`src/sv/bnnd_pkg.sv`:
```
// ----------------------------------------------------------------------------
// bnnd_pkg - shared types and constants for the Bayer demosaic block
// Register map, site codes and the position flags passed to the pipeline.
// ----------------------------------------------------------------------------
package bnnd_pkg;

   // configuration registers
   localparam int CFG_W           = 13;
   localparam int CSR_DATA_W      = 32;
   localparam int CSR_ADDR_W      = 3;
   localparam int LINE_LENGTH_RST = 640;
   localparam int LINE_COUNT_RST  = 480;

   // line counter
   localparam int LINE_POS_W      = 12;
   localparam int MAX_LINE_COUNT  = 4096;
   localparam int MIN_DIM         = 2;

   typedef enum logic {
      CSR_LINE_LENGTH = 1'b0,
      CSR_LINE_COUNT  = 1'b1
   } csr_reg_type;

   // colour of the output site, coded {odd line, odd pixel}
   typedef enum logic [1:0] {
      SITE_GB_GREEN = 2'b00,
      SITE_BLUE     = 2'b01,
      SITE_RED      = 2'b10,
      SITE_RG_GREEN = 2'b11
   } site_type;

   typedef struct packed {
      logic     emit;
      site_type site;
      logic     frame_end;
   } pos_info_type;

endpackage

```
`src/sv/bnnd_position.sv`:
```
// ----------------------------------------------------------------------------
// bnnd_position - raster position counters
// Clamps the frame size and tracks line / pixel of the next request.
// ----------------------------------------------------------------------------
module bnnd_position #(
   parameter int MAX_LINE_LENGTH = 4096
) (
   input  logic                               clock,
   input  logic                               reset,
   input  logic                               advance,
   input  logic [bnnd_pkg::CFG_W-1:0]         line_length,
   input  logic [bnnd_pkg::CFG_W-1:0]         line_count,
   output logic [$clog2(MAX_LINE_LENGTH)-1:0] pixel_pos,
   output bnnd_pkg::pos_info_type             info
);

   localparam int PIX_W = $clog2(MAX_LINE_LENGTH);
   localparam int LEN_W = (PIX_W + 1 > bnnd_pkg::CFG_W) ? PIX_W + 1 : bnnd_pkg::CFG_W;
   localparam int LIN_W = bnnd_pkg::LINE_POS_W + 1;

   logic [PIX_W-1:0]                    pixel_pos_ff, pixel_pos_in;
   logic [bnnd_pkg::LINE_POS_W-1:0]     line_pos_ff, line_pos_in;
   logic [LEN_W-1:0]                    len_raw, len_eff;
   logic [LIN_W-1:0]                    cnt_eff;
   logic                                last_pix, last_line;

   // saturate the frame size registers
   always_comb begin
      len_raw = LEN_W'(line_length);
      if (len_raw < LEN_W'(bnnd_pkg::MIN_DIM)) begin
         len_eff = LEN_W'(bnnd_pkg::MIN_DIM);
      end else if (len_raw > LEN_W'(MAX_LINE_LENGTH)) begin
         len_eff = LEN_W'(MAX_LINE_LENGTH);
      end else begin
         len_eff = len_raw;
      end
      if (line_count < bnnd_pkg::CFG_W'(bnnd_pkg::MIN_DIM)) begin
         cnt_eff = LIN_W'(bnnd_pkg::MIN_DIM);
      end else if (LIN_W'(line_count) > LIN_W'(bnnd_pkg::MAX_LINE_COUNT)) begin
         cnt_eff = LIN_W'(bnnd_pkg::MAX_LINE_COUNT);
      end else begin
         cnt_eff = LIN_W'(line_count);
      end
   end

   assign last_pix  = (LEN_W'(pixel_pos_ff) + LEN_W'(1)) >= len_eff;
   assign last_line = (LIN_W'(line_pos_ff) + LIN_W'(1)) >= cnt_eff;

   always_comb begin
      pixel_pos_in = pixel_pos_ff;
      line_pos_in  = line_pos_ff;
      if (advance) begin
         if (last_pix) begin
            pixel_pos_in = '0;
            line_pos_in  = last_line ? '0 : line_pos_ff + 1'b1;
         end else begin
            pixel_pos_in = pixel_pos_ff + 1'b1;
         end
      end
   end

   always_ff @(posedge clock) begin
      if (reset) begin
         pixel_pos_ff <= '0;
         line_pos_ff  <= '0;
      end else begin
         pixel_pos_ff <= pixel_pos_in;
         line_pos_ff  <= line_pos_in;
      end
   end

   // window output sits one line up and one pixel left
   assign pixel_pos      = pixel_pos_ff;
   assign info.emit      = (line_pos_ff != '0) && (pixel_pos_ff != '0);
   assign info.site      = bnnd_pkg::site_type'({~line_pos_ff[0], ~pixel_pos_ff[0]});
   assign info.frame_end = last_pix && last_line;

endmodule

```
`config.mk`:
```
export PLATFORM = sky130hd
export DESIGN_NAME = bnnd_position
export DESIGN_NICKNAME = d
export VERILOG_FILES = /design/src/sv/bnnd_pkg.sv /design/src/sv/bnnd_position.sv
export SDC_FILE = /design/constraint.sdc
export NUM_CORES = 1
export LEC_CHECK = 0
export BUFFER_PORTS_ARGS = -buffer_cell sky130_fd_sc_hd__buf_2
export CELL_PAD_IN_SITES_DETAIL_PLACEMENT = 2
export CELL_PAD_IN_SITES_GLOBAL_PLACEMENT = 2
export CORE_MARGIN = 2
export CORE_UTILIZATION = 32
export DETAILED_ROUTE_END_ITERATION = 8
export GPL_TIMING_DRIVEN = 0
export HOLD_SLACK_MARGIN = 0.06
export PLACE_DENSITY_LB_ADDON = 0.2
export SYNTH_ARGS = -nofsm -noshare
export SYNTH_HDL_FRONTEND = slang
export SYNTH_SLANG_ARGS = --single-unit
```
`constraint.sdc`:
```
create_clock -name clock -period 4.2 [get_ports clock]
set_input_delay 0.63 -clock clock [delete_from_list [all_inputs] [get_ports clock]]
set_output_delay 0.63 -clock clock [all_outputs]
set_load 0.03 [all_outputs]
```
# Yosys cells after proc, flatten, opt, wreduce, memory -nomap -nowiden
# Index checks and enable logic that the tools add are counted.
# totals
output_inout_bits,16
register_bits,24
in_bits,29
wordCells,25
# classes
magnitude_cmp,6
muxes,6
reduce_logical,5
n_addsub,4
bitwise_logic,2
# op_table
operator,n
$mux W13,4
$add A12 B1 Y13 const B,2
$ge A13 B13 Y1,2
$gt A13 B13 Y1 const B,2
$lt A13 B2 Y1 const B,2
$add A12 B1 Y12 const B,2
$mux W12,2
$reduce_bool A12 Y1,2
$logic_and A1 B1 Y1,2
$not A1 Y1,2
$reduce_and A2 Y1,1

# Depth between registers and ports, before layout
# Gate-level depths: netlist (run 1).
# logic_depth
ltp_word,5
ltp_mapped,14
depth_no_buf,12

# Worst setup path before layout (run 1)
# OpenSTA, ideal clock, no wires.
# synth_timing
path_type,register -> output
start,reg pixel_pos_ff[0] (netlist: pixel_pos[0])
end,out info[0] (netlist name)
required_ns,3.570
stages_incl_launch_ff,14
t_arrival_ns,3.119
n_path_buf,2
path_slack_ns,0.451
path_cell_list,dfxtp_1 > ha_1 > and3_1 > and3_1 > buf_2 > nand3_1 > xnor2_1 > ha_1 > a21oi_2 > o21ai_2 > a2111o_1 > o22ai_2 > buf_2 > nor2_1
# synth_rtl
item,line,source
from (decl),bnnd_position.sv:21,"logic [PIX_W-1:0] pixel_pos_ff, pixel_pos_in;"
from (signal assigned),bnnd_position.sv:67,pixel_pos_ff <= pixel_pos_in;
to (decl),bnnd_position.sv:14,output bnnd_pkg::pos_info_type info

==> impl_results.md, run 1 <==
* Final period util at between 90% and 100%
* Residual DRC at 0
* Endpoint type of the worst setup path: primary output
* # port buffers at 43
* Core area at 7210 um^2
* H-Tree Depth at 1
* Internal at around 0.34 mW
* Worst setup path endpoint: info[0]
* Flop pwr share at 47.3%
* Clock Path Buffers at 2
* Area contributors post-synth: dfxtp_1, ha_1, nand2_1
* Least-Margin Pin Slew at 578 ps
* Total power at 0.493 mW
* Post-synth EDFFs at 0
* Global-route wire length before repair at 13800 um
* Clk slew on worst S/H paths at about 100 ps
* DRT Wirelength at 8250 um
* NumNets Final at 422
* Root Driver: clkbuf_8
* NetSw at 0.158 mW
* Worst Reg-to-Reg Cells at 14
* Number of global-route vias before repair at approximately 2700
* Final hold violation count at 0
* Combinational cell fraction of total power at 22.5%
* Diodes inserted at 0
* Cell count after synthesis at 312
* Max Fclk at 0.249 GHz
* Seq/Total Area, Yosys at a little over 20%
* Reg-to-Reg End: line_pos_ff[3]
* Critical path startpoint category: flop
* Die width at 90.0 um
* Area Overhead vs Synth at 20.3%
* Post-Syn Area at 2370 um^2
* Iteration-0 DRC Markers at 111
* Share of flip-flops with an asynchronous set or reset at 0%
* Required @ worst endpoint at roughly 3600 ps
* Die Ht at 90.0 um
* Placer congestion estimate at between 0.7 and 0.8
* Via count at 2542
* YS warnings at 0
* Clock Sinks at 24
* CP max FO at 10
* Final cell count without fillers at 460
* Total CTS buffers at 3
* Most frequent cell after synthesis: nand2_1
* DRT antenna net count at 0
* Leak pwr at ~1.3 nW
* Syn_area_per_cell at around 7.6 um^2
* Power share of the clock group at approximately 30%
* CP arrival at 3390 ps
* Die Area at roughly 8000 um^2
* Critical path class: flop to primary output
* Post-DR wirelength/cell at 17.9 um
* Grt total ovfl at 0
* Synth cell count leaders: nand2_1, ha_1, dfxtp_1, nand3_1, o21ai_0
* Vias per Instance at 5.53
* Yosys cell types at 45
* Top cell type by total area after synthesis: dfxtp_1
* Yosys top cell area share at 20.3%
* P per Cell Area at between 150 and 200 nW/um^2
* Pre-antenna DRT Iters at 4
* Crit. Startpoint: pixel_pos[0]
* Syn Nets at approximately 370
* Switching share of power at 32.0%
* FILL cells at between 800 and 900
* Post-layout min period at just over 4000 ps
* Placed Cells at 454
* Most used DFF post-synth: dfxtp_1
* R2r startpoint: pixel_pos[0]
* Layout cells sized above 1 at 23.3%
* Final setup viols at 0
* Worst hold slack at 520 ps
* Slew HR at 61.5%
* Largest net degree at the start of global routing at 13
* DP Wirelength at 6480 um
* IO Pins at 45
* Max-slew violation count at 0
* Status: finished clean
* Setup TNS after final layout at 0 ps
* Worst VDD drop at ~0.000085 V
* Total track usage at 20.7%
* Clk_lat worst skew at 280 ps
* CTS tree: built
* Worst Skew at 4.77 ps
* Initial antenna violation count at 0
* Initial core utilization at 32.8%
* Max Cap Violations at 0
* Seq cells post-synth at 24
* Cts hold-fix bufs at 0
* Std cell rows at 31
* Min-delay worst type: flop to flop
* R2R setup slack at 740 ps
[placed cells by master, fill, tap and decap left out, types with 3 or more instances in the layout]
| master | netlist | routed |
|---|---|---|
| buf_2 | 4 | 46 |
| nand2_1 | 44 | 44 |
| ha_1 | 30 | 28 |
| o21ai_0 | 22 | 22 |
| nand3_1 | 22 | 20 |
| dfxtp_1 | 24 | 20 |
| and3_1 | 14 | 13 |
| nand2b_1 | 13 | 13 |
| nor2_1 | 13 | 12 |
| a21oi_1 | 12 | 12 |
| clkbuf_1 | 11 | 10 |
| xnor2_1 | 10 | 10 |
| inv_1 | 9 | 9 |
| xor2_1 | 9 | 9 |
| nand4_1 | 8 | 8 |
| nor3b_1 | 8 | 8 |
| buf_4 | 3 | 7 |
| nor4_1 | 7 | 6 |
| nor4b_1 | 5 | 5 |
| nor3_1 | 4 | 4 |
| or3_1 | 4 | 4 |
| o211ai_1 | 4 | 4 |
| a41o_1 | 3 | 3 |
| and4b_1 | 3 | 3 |
| clkbuf_8 | 0 | 3 |
| dfxtp_2 | 0 | 3 |
[power by group through the flow]
stage / sequential, mW / clock [mW] / combinational [mW]
final: 0.233 / 0.149 / 0.111
after global placement: 0.238 / 0 / 0.101
after floorplan: 0.241 / 0 / 0.0577
after global routing: 0.234 / 0.162 / 0.126
after detailed placement: 0.238 / 0 / 0.106
after CTS: 0.233 / 0.152 / 0.109
[repair_timing]
item / 4_1_cts / 5_1_grt
setup endpoints to repair: 1 / 1
resized for setup: 11 / 12
pin swaps: 1 / 3
hold endpoints to repair: 0 / 0
buffers inserted: 0 / 3
[flip-flops by register name, summed over array words and instances, names as in the netlist]
| signal | count |
|---|---|
| line_pos_ff | 12 |
| pixel_pos | 12 |
[worst max-delay path, cell delays in order (launching register included)]
cell	delay, ps
dfxtp_4	400
ha_2	220
and3_2	240
and3_1	160
buf_2	160
nand3_2	130
xnor2_1	170
ha_1	330
a21oi_2	160
o21ai_2	130
a2111o_1	440
o22ai_4	190
buf_6	180
nor2_1	50
buf_2	170
[final cells by class]
cell class | instances | area [um^2] | area share, %
clock buffers | 3 | 41.3 | 1.45
well taps | 99 | 124 | 4.35
flip-flops and latches | 24 | 488 | 17.1
repair buffers | 46 | 238 | 8.34
plain buffers | 19 | 98.8 | 3.47
inverters | 9 | 33.8 | 1.19
multi-input cells | 260 | 1830 | 64.1
[layer usage]
layer  GRT usage (%)  part of all wire, %  vias to the layer above  wire length [um]
li1                -                    -                     1231                 -
met1            26.1                   45                     1264              3710
met2            38.3                   52                       38              4270
met3            1.93                  2.2                        9               180
met4            4.10                 0.98                        0                81
met5               0                    0                        -                 0
[worst min-delay path by stage]
stage | startpoint | slack, ps | end | cells past startpoint
floorplan | line_pos_ff[1] | 470 | line_pos_ff[1] | 2
global placement | line_pos_ff[1] | 500 | line_pos_ff[1] | 2
detailed placement | line_pos_ff[1] | 500 | line_pos_ff[1] | 2
CTS | line_pos_ff[1] | 520 | line_pos_ff[1] | 2
global route | pixel_pos[1] | 550 | pixel_pos[1] | 2
finish | pixel_pos[1] | 520 | pixel_pos[1] | 2
[logic make-up (layout without fill, tap and decap cells)]
group	Yosys count	count (layout)	synth area share (%)
AO/OA/AOI/OAI	60	60	16.9
adder cells (fa/ha/maj)	30	30	15.8
flip-flops	24	24	20.3
XOR/XNOR	20	20	7.71
AND/OR/NAND/NOR	150	150	34.1
buffers and inverters	28	77	5.18
[per-stage QoR]
| stage | setup WS (ps) | cell area (um^2) | utilization, % |
|---|---|---|---|
| 4_1_cts | 59.4 | 2790 | 38.6 |
| 2_1_floorplan | 451 | 2370 | - |
| 6_report | 180 | 2850 | 39.5 |
| 3_5_place_dp | -300 | 2710 | 37.5 |
| 5_1_grt | -29.2 | 2850 | 39.5 |
| 3_3_place_gp | -132 | 2710 | 37.5 |
(Power assumes the default switching activity.)
==> run 2, diff against run 1 <==
Settings changed: CORE_UTILIZATION 32 to 34.
Clock period 4.2 ns to 4.94 ns, I/O delays scaled along.
==> run 2 against run 1 <==
Net effect:
- core utilization rose by 1.2 points
- largest cell class unchanged
- largest power group unchanged
- critical path depth unchanged
- worst setup slack gained 150 ps
- via count is 2.4% lower
- clock power is 3% lower
- cell area fell by 3.6%
- global-route usage up 0.30 points
==> impl_results.md, run 2 (synthesized netlist as in run 1, its figures left out) <==
* Max-slew violation count at 0
* Initial core utilization at 35.1%
* Die width at between 80 and 90 um
* Root Driver: clkbuf_8
* Final setup viols at 0
* Max Fclk at approximately 0.22 GHz
* Setup repair after global routing missed its margin: false
* Die Area at 7650 um^2
* # port buffers at 43
* Pre-antenna DRT Iters at 4
* Critical path startpoint category: flop
* Most frequent cells in the layout: buf_2, nand2_1, ha_1
* DP Wirelength at 6210 um
* Layout cells sized above 1 at 18.7%
* Worst VDD drop at 0.000108 V
* Min-delay worst type: flop to flop
* Clk slew on worst S/H paths at 100 ps
* Worst Skew at 4.52 ps
* Required @ worst endpoint at 4200 ps
* Vias per Instance at 5.65
* Number of global-route vias before repair at about 2600
* H-Tree Depth at 1
* Crit-path slowest cell: dfxtp_1
* Commonest non-fill, non-tap cell in the layout: buf_2
* Diodes inserted at 0
* Post-layout min period at roughly 4600 ps
* Setup TNS after final layout at 0 ps
* Clock Path Buffers at 2
* Status: finished clean
* Total CTS buffers at 3
* CP cell instances: ha_1, and3_1, and3_1, buf_2, nand3_1, xnor2_2, ha_1, a21oi_2, o21ai_2, a2111o_1, o22ai_2, buf_2, nor2_1, buf_2
* Iteration-0 DRC Markers at 54
* Slew HR at 63.6%
* P per Cell Area at 157 nW/um^2
* CTS tree: built
* DRT Wirelength at about 7700 um
* FILL cells at about 810
* Buffers plus inverters on the worst setup path at 3
* Clk_lat worst skew at 280 ps
* Clock Sinks at 24
* Critical path class: flop to primary output
* IO Pins at 45
* Grt total ovfl at 0
* CP max FO at 10
* Endpoint type of the worst setup path: primary output
* DRT antenna net count at 0
* Total track usage at 21.0%
* Final core occ at 40.6%
* Largest net degree at the start of global routing at 14
* Area Overhead vs Synth at 16.0%
* Core area at 6760 um^2
* Final hold violation count at 0
* Via count at ~2500
* Least-Margin Pin Slew at around 550 ps
* Final worst setup slack at 332 ps
* Multi-input gate area at between 1500 and 2000 um^2
* Post-DR wirelength/cell at 17.6 um
* Placer congestion estimate at 0.825
* Total power at 0.430 mW
* Max Cap Violations at 0
* Leak pwr at around 1.3 nW
* Crit-path leading delay family: compound AO/OA/AOI/OAI gates
* Die Ht at just under 90 um
* Reg area at 480 um^2
* Initial antenna violation count at 0
* Global-route wire length before repair at 12800 um
* Place WS at around 470 ps
* Final period util at between 90% and 100%
* Max incr delay on CP at 480 ps
* CP arrival at 3870 ps
* Most used cell, CP: buf_2
* Residual DRC at 0
* Std cell rows at 30
* NumNets Final at 419
-- run 2: final timing paths --
path / from / endpoint / slack [ps] / depth (start not counted)
worst max-delay path: pixel_pos[0] / info[0] / 330 / 14
worst min-delay path: line_pos_ff[1] / line_pos_ff[1] / 530 / 2
worst max register to register: pixel_pos[0] / line_pos_ff[5] / 1270 / 13
worst min register to register: line_pos_ff[1] / line_pos_ff[1] / 530 / 2
-- run 2: report_power, final --
group          total [mW]  switching (mW)  leakage (nW)  internal, mW
clock network       0.145          0.0736        0.0288        0.0714
registers           0.198         0.00293         0.194         0.195
logic              0.0871          0.0548          1.07        0.0323
total               0.430           0.131          1.30         0.299
-- run 2: through the flow --
step / hold slack (ps) / std cells / area, um^2
6_report: 532 / 439 / 2750
5_1_grt: 581 / 439 / 2750
4_1_cts: 528 / 439 / 2740
3_5_place_dp: 514 / 435 / 2680
3_3_place_gp: 500 / 435 / 2680
2_1_floorplan: 470 / 312 / 2370
-- run 2: routing by layer --
layer / wire [um] / part of all wire, % / track usage [%]
met1: 3910 / 51 / 29.6
met2: 3570 / 46 / 35.2
met3: 171 / 2.2 / 1.61
met4: 71 / 0.92 / 3.92
met5: 0 / 0 / 0
-- run 2: area by class of cell --
type / count / area share, %
clock buffer: 4 / 2.00
sequential: 24 / 17.5
multi-input combinational: 260 / 64.6
inverter: 9 / 1.23
tap: 80 / 3.64
buffer: 19 / 3.23
timing repair buffer: 43 / 7.84
-- run 2: worst reg2reg max path, cell delays in order (launching register included) --
cell and delay, ps:
dfxtp_1 480, ha_1 280, and3_1 270, and3_1 170
buf_2 160, nand3_1 210, xnor2_2 210, ha_1 340
a21oi_2 170, o21ai_2 120, a2111o_1 450, o22a_2 250
nand3_1 290, o211ai_1 160
-- run 2: timing repair --
item                                    in CTS  in global routing
buffers inserted                             0                  0
hold buffers                                 0                  0
resized for setup                            0                  1
endpoints found under the setup margin       0                  1
==> run 3, diff against run 2 <==
Settings changed: ABC_AREA set to 1, CORE_UTILIZATION 34 to 32.
==> run 3 against run 2 <==
Net effect:
- synthesized cell count increased by 35%
- register-to-register slack better by 640 ps
- critical endpoint unchanged
- critical path depth unchanged
- largest cell class unchanged
- combinational power increased by 35%
- worst setup slack better by 600 ps
- sequential power barely moved
- largest power group unchanged
- core utilization fell by 2.3 points
- die area grew 13%
- final cell count is 30% higher
- routed wire length grew 11%
==> impl_results.md, run 3 <==
* Slew HR at between 60% and 70%
* Max-slew violation count at 0
* Number of global-route vias before repair at 3022
* Via count at 2865
* Grt met1 use at 22.0%
* Area contributors post-synth: nand2_1, dfxtp_1, ha_1
* YS warnings at 0
* Status: finished clean
* Die Area at between 8000 and 9000 um^2
* CP cell instances: buf_2, nor2_1, nand4_1, nor4_1, or2_2, clkbuf_1, nand2_1, ha_1, nand2_1, nor2_1, nor3b_1, nand2_1, a21oi_1, buf_2
* Crit-path slowest cell: clkbuf_1
* Final setup viols at 0
* Clock Sinks at 24
* Largest family of logic cells by synthesized area: simple AND/OR/NAND/NOR gates
* Post-Syn Area at 2530 um^2
* Iteration-0 DRC Markers at 57
* Commonest non-fill, non-tap cell in the layout: nand2_1
* CTS tree: built
* DRT Wirelength at 8550 um
* Global-route wire length before repair at between 10000 and 15000 um
* Layout cells sized above 1 at between 10% and 20%
* Portion of netlist area occupied by mux cells at 0%
* Synth cell count leaders: nand2_1, nor2_1, inv_1, nand3_1, ha_1
* Critical path startpoint category: primary input
* R2r startpoint: pixel_pos[0]
* Endpoint type of the worst setup path: primary output
* Leak pwr at roughly 1.5 nW
* Synth Area in Compound Gates at under 10%
* Least-Margin Pin Slew at 556 ps
* CP max FO at 10
* Post-synth EDFFs at 0
* IO Pins at 45
* Worst VDD drop at 0.000112 V
* Most used cell, CP: nand2_1
* DRT antenna net count at 0
* Clk_lat worst skew at 280 ps
* Clock Path Buffers at 2
* Yosys cell types at 32
* Final worst setup slack at 931 ps
* H-Tree Depth at 1
* Buffers plus inverters on the worst setup path at 3
* Total track usage at between 20% and 30%
* Critical path class: primary input to primary output
* Share of flip-flops with an asynchronous set or reset at 0%
* Max Cap Violations at 0
* Vias per Instance at 5.03
* Final period util at between 80 and 90%
* XOR/XNOR share of the synthesized area at ~3.8%
* Root Driver: clkbuf_8
* Place WS at 875 ps
* Post-CTS Resized at 0
* Most frequent cells in the layout: nand2_1, nor2_1, inv_1
* Area Overhead vs Synth at 16.6%
* GR peak layer: met2
* NumNets Final at 528
* Cts hold-fix bufs at 0
* Setup TNS after final layout at 0 ps
* GR Layer Usage met3 at 2.36%
* Post-Synth Simple-Gate Area at 46.1%
* Seq/Total Area, Yosys at 19.0%
* Final cell count without fillers at 570
* Met2 Use GR at 42.5%
* Crit-path leading delay family: simple AND/OR/NAND/NOR gates
* Diodes inserted at 0
* Die Ht at about 93 um
* Max incr delay on CP at 330 ps
* HP Start: pixel_pos[3]
* DP Wirelength at 7310 um
* P per Cell Area at 169 nW/um^2
* Residual DRC at 0
* Worst hold slack at 527 ps
* Core area at 7690 um^2
* Synth Area in Adders at 14.8%
* Max Fclk at around 0.25 GHz
* Worst Skew at 10.5 ps
* Required @ worst endpoint at ~4200 ps
* Post-DR wirelength/cell at 15.0 um
* Yosys top cell area share at between 10% and 20%
* Syn Nets at 479
* Cell count after synthesis at 420
* Post-CTS Repair Setup Buffers at 0
* Final hold violation count at 0
* Post-layout min period at 4010 ps
* Most frequent cell after synthesis: nand2_1
* Placed Cells at between 500 and 600
* Top cell type by total area after synthesis: nand2_1
* # port buffers at 44
* Placer congestion estimate at 0.790
* Largest net degree at the start of global routing at 15
* Min-delay worst type: flop to flop
* Grt total ovfl at 0
* Seq cells post-synth at 24
* Pre-antenna DRT Iters at 4
* Clk slew on worst S/H paths at 90 ps
* Crit. Startpoint: line_count[5]
* Initial antenna violation count at 0
* Std cell rows at 32
* Syn_area_per_cell at 6.03 um^2
* Die width at 93.0 um
* Initial core utilization at 32.9%
* CP arrival at roughly 3300 ps
* Setup repair after global routing missed its margin: false
* Most used DFF post-synth: dfxtp_1
* Total CTS buffers at 3
## run 3: cell count changes in the layout (fill, tap and decap cells not counted), sizes merged, moves of 5 or more
cell	previous run	this run
inv	9	48
nand2	44	138
and3	14	1
nor4b	5	0
nor3b	8	1
o21ai	25	4
nor2	14	72
nand2b	13	0
a21oi	14	25
xnor2	10	2
clkbuf	16	8
nand3	22	35
## run 3: per-layer routing
metal,vias up,part of all wire (%)
li1,1439,-
met1,1384,41
met2,36,56
met3,6,1.8
met4,0,0.91
met5,-,0
## run 3: through the flow
stage          power (mW)  utilization (%)  cell area [um^2]
2_1_floorplan       0.281                -              2530
3_3_place_gp        0.319             37.5              2880
3_5_place_dp        0.325             37.5              2880
4_1_cts             0.509             38.4              2950
5_1_grt             0.530             38.4              2950
6_report            0.498             38.4              2950
## run 3: final timing paths
| kind | endpoint | slack, ps | cells past startpoint |
|---|---|---|---|
| worst min register to register | pixel_pos[3] | 530 | 2 |
| worst max-delay path | info[0] | 930 | 14 |
| worst min-delay path | pixel_pos[3] | 530 | 2 |
| worst max register to register | pixel_pos[6] | 1910 | 17 |
## run 3: logic make-up (layout without fill, tap and decap cells)
kind of cell | after synthesis | after routing
AOI/OAI and AO/OA | 31 | 31
xor gates and xnor gates | 10 | 10
adders and majority gates | 30 | 30
buffers and inverters | 56 | 104
DFF | 24 | 24
and+or+nand+nor | 269 | 269
## run 3: worst register-to-register path: stages (launching register included)
cell and delay, ps:
dfxtp_1 440, ha_1 230, nand2_1 70, nor2_1 230
nand2_1 150, inv_1 100, nand2_1 70, nor3_1 240
ha_1 320, nand2_2 110, inv_1 50, nand2_1 60
nand2_1 60, nand3b_1 210, nor2_4 180, buf_4 220
nand3_1 110, a21oi_1 140
## run 3: area by class of cell
| cell class | count | area, um^2 |
|---|---|---|
| plain buffers | 8 | 52.6 |
| clock buffers | 3 | 41.3 |
| clock inverters | 1 | 30.0 |
| fillers | 1013 | 4740 |
| inverters | 48 | 180 |
| multi-input cells | 340 | 1820 |
| flip-flops and latches | 24 | 480 |
| well taps | 102 | 128 |
| repair buffers | 44 | 220 |
## run 3: power by group
group	internal (mW)	switching, mW	leakage, nW	total (mW)
logic	0.0425	0.0752	1.30	0.118
registers	0.197	0.00469	0.194	0.201
clock network	0.108	0.0707	0.0357	0.179
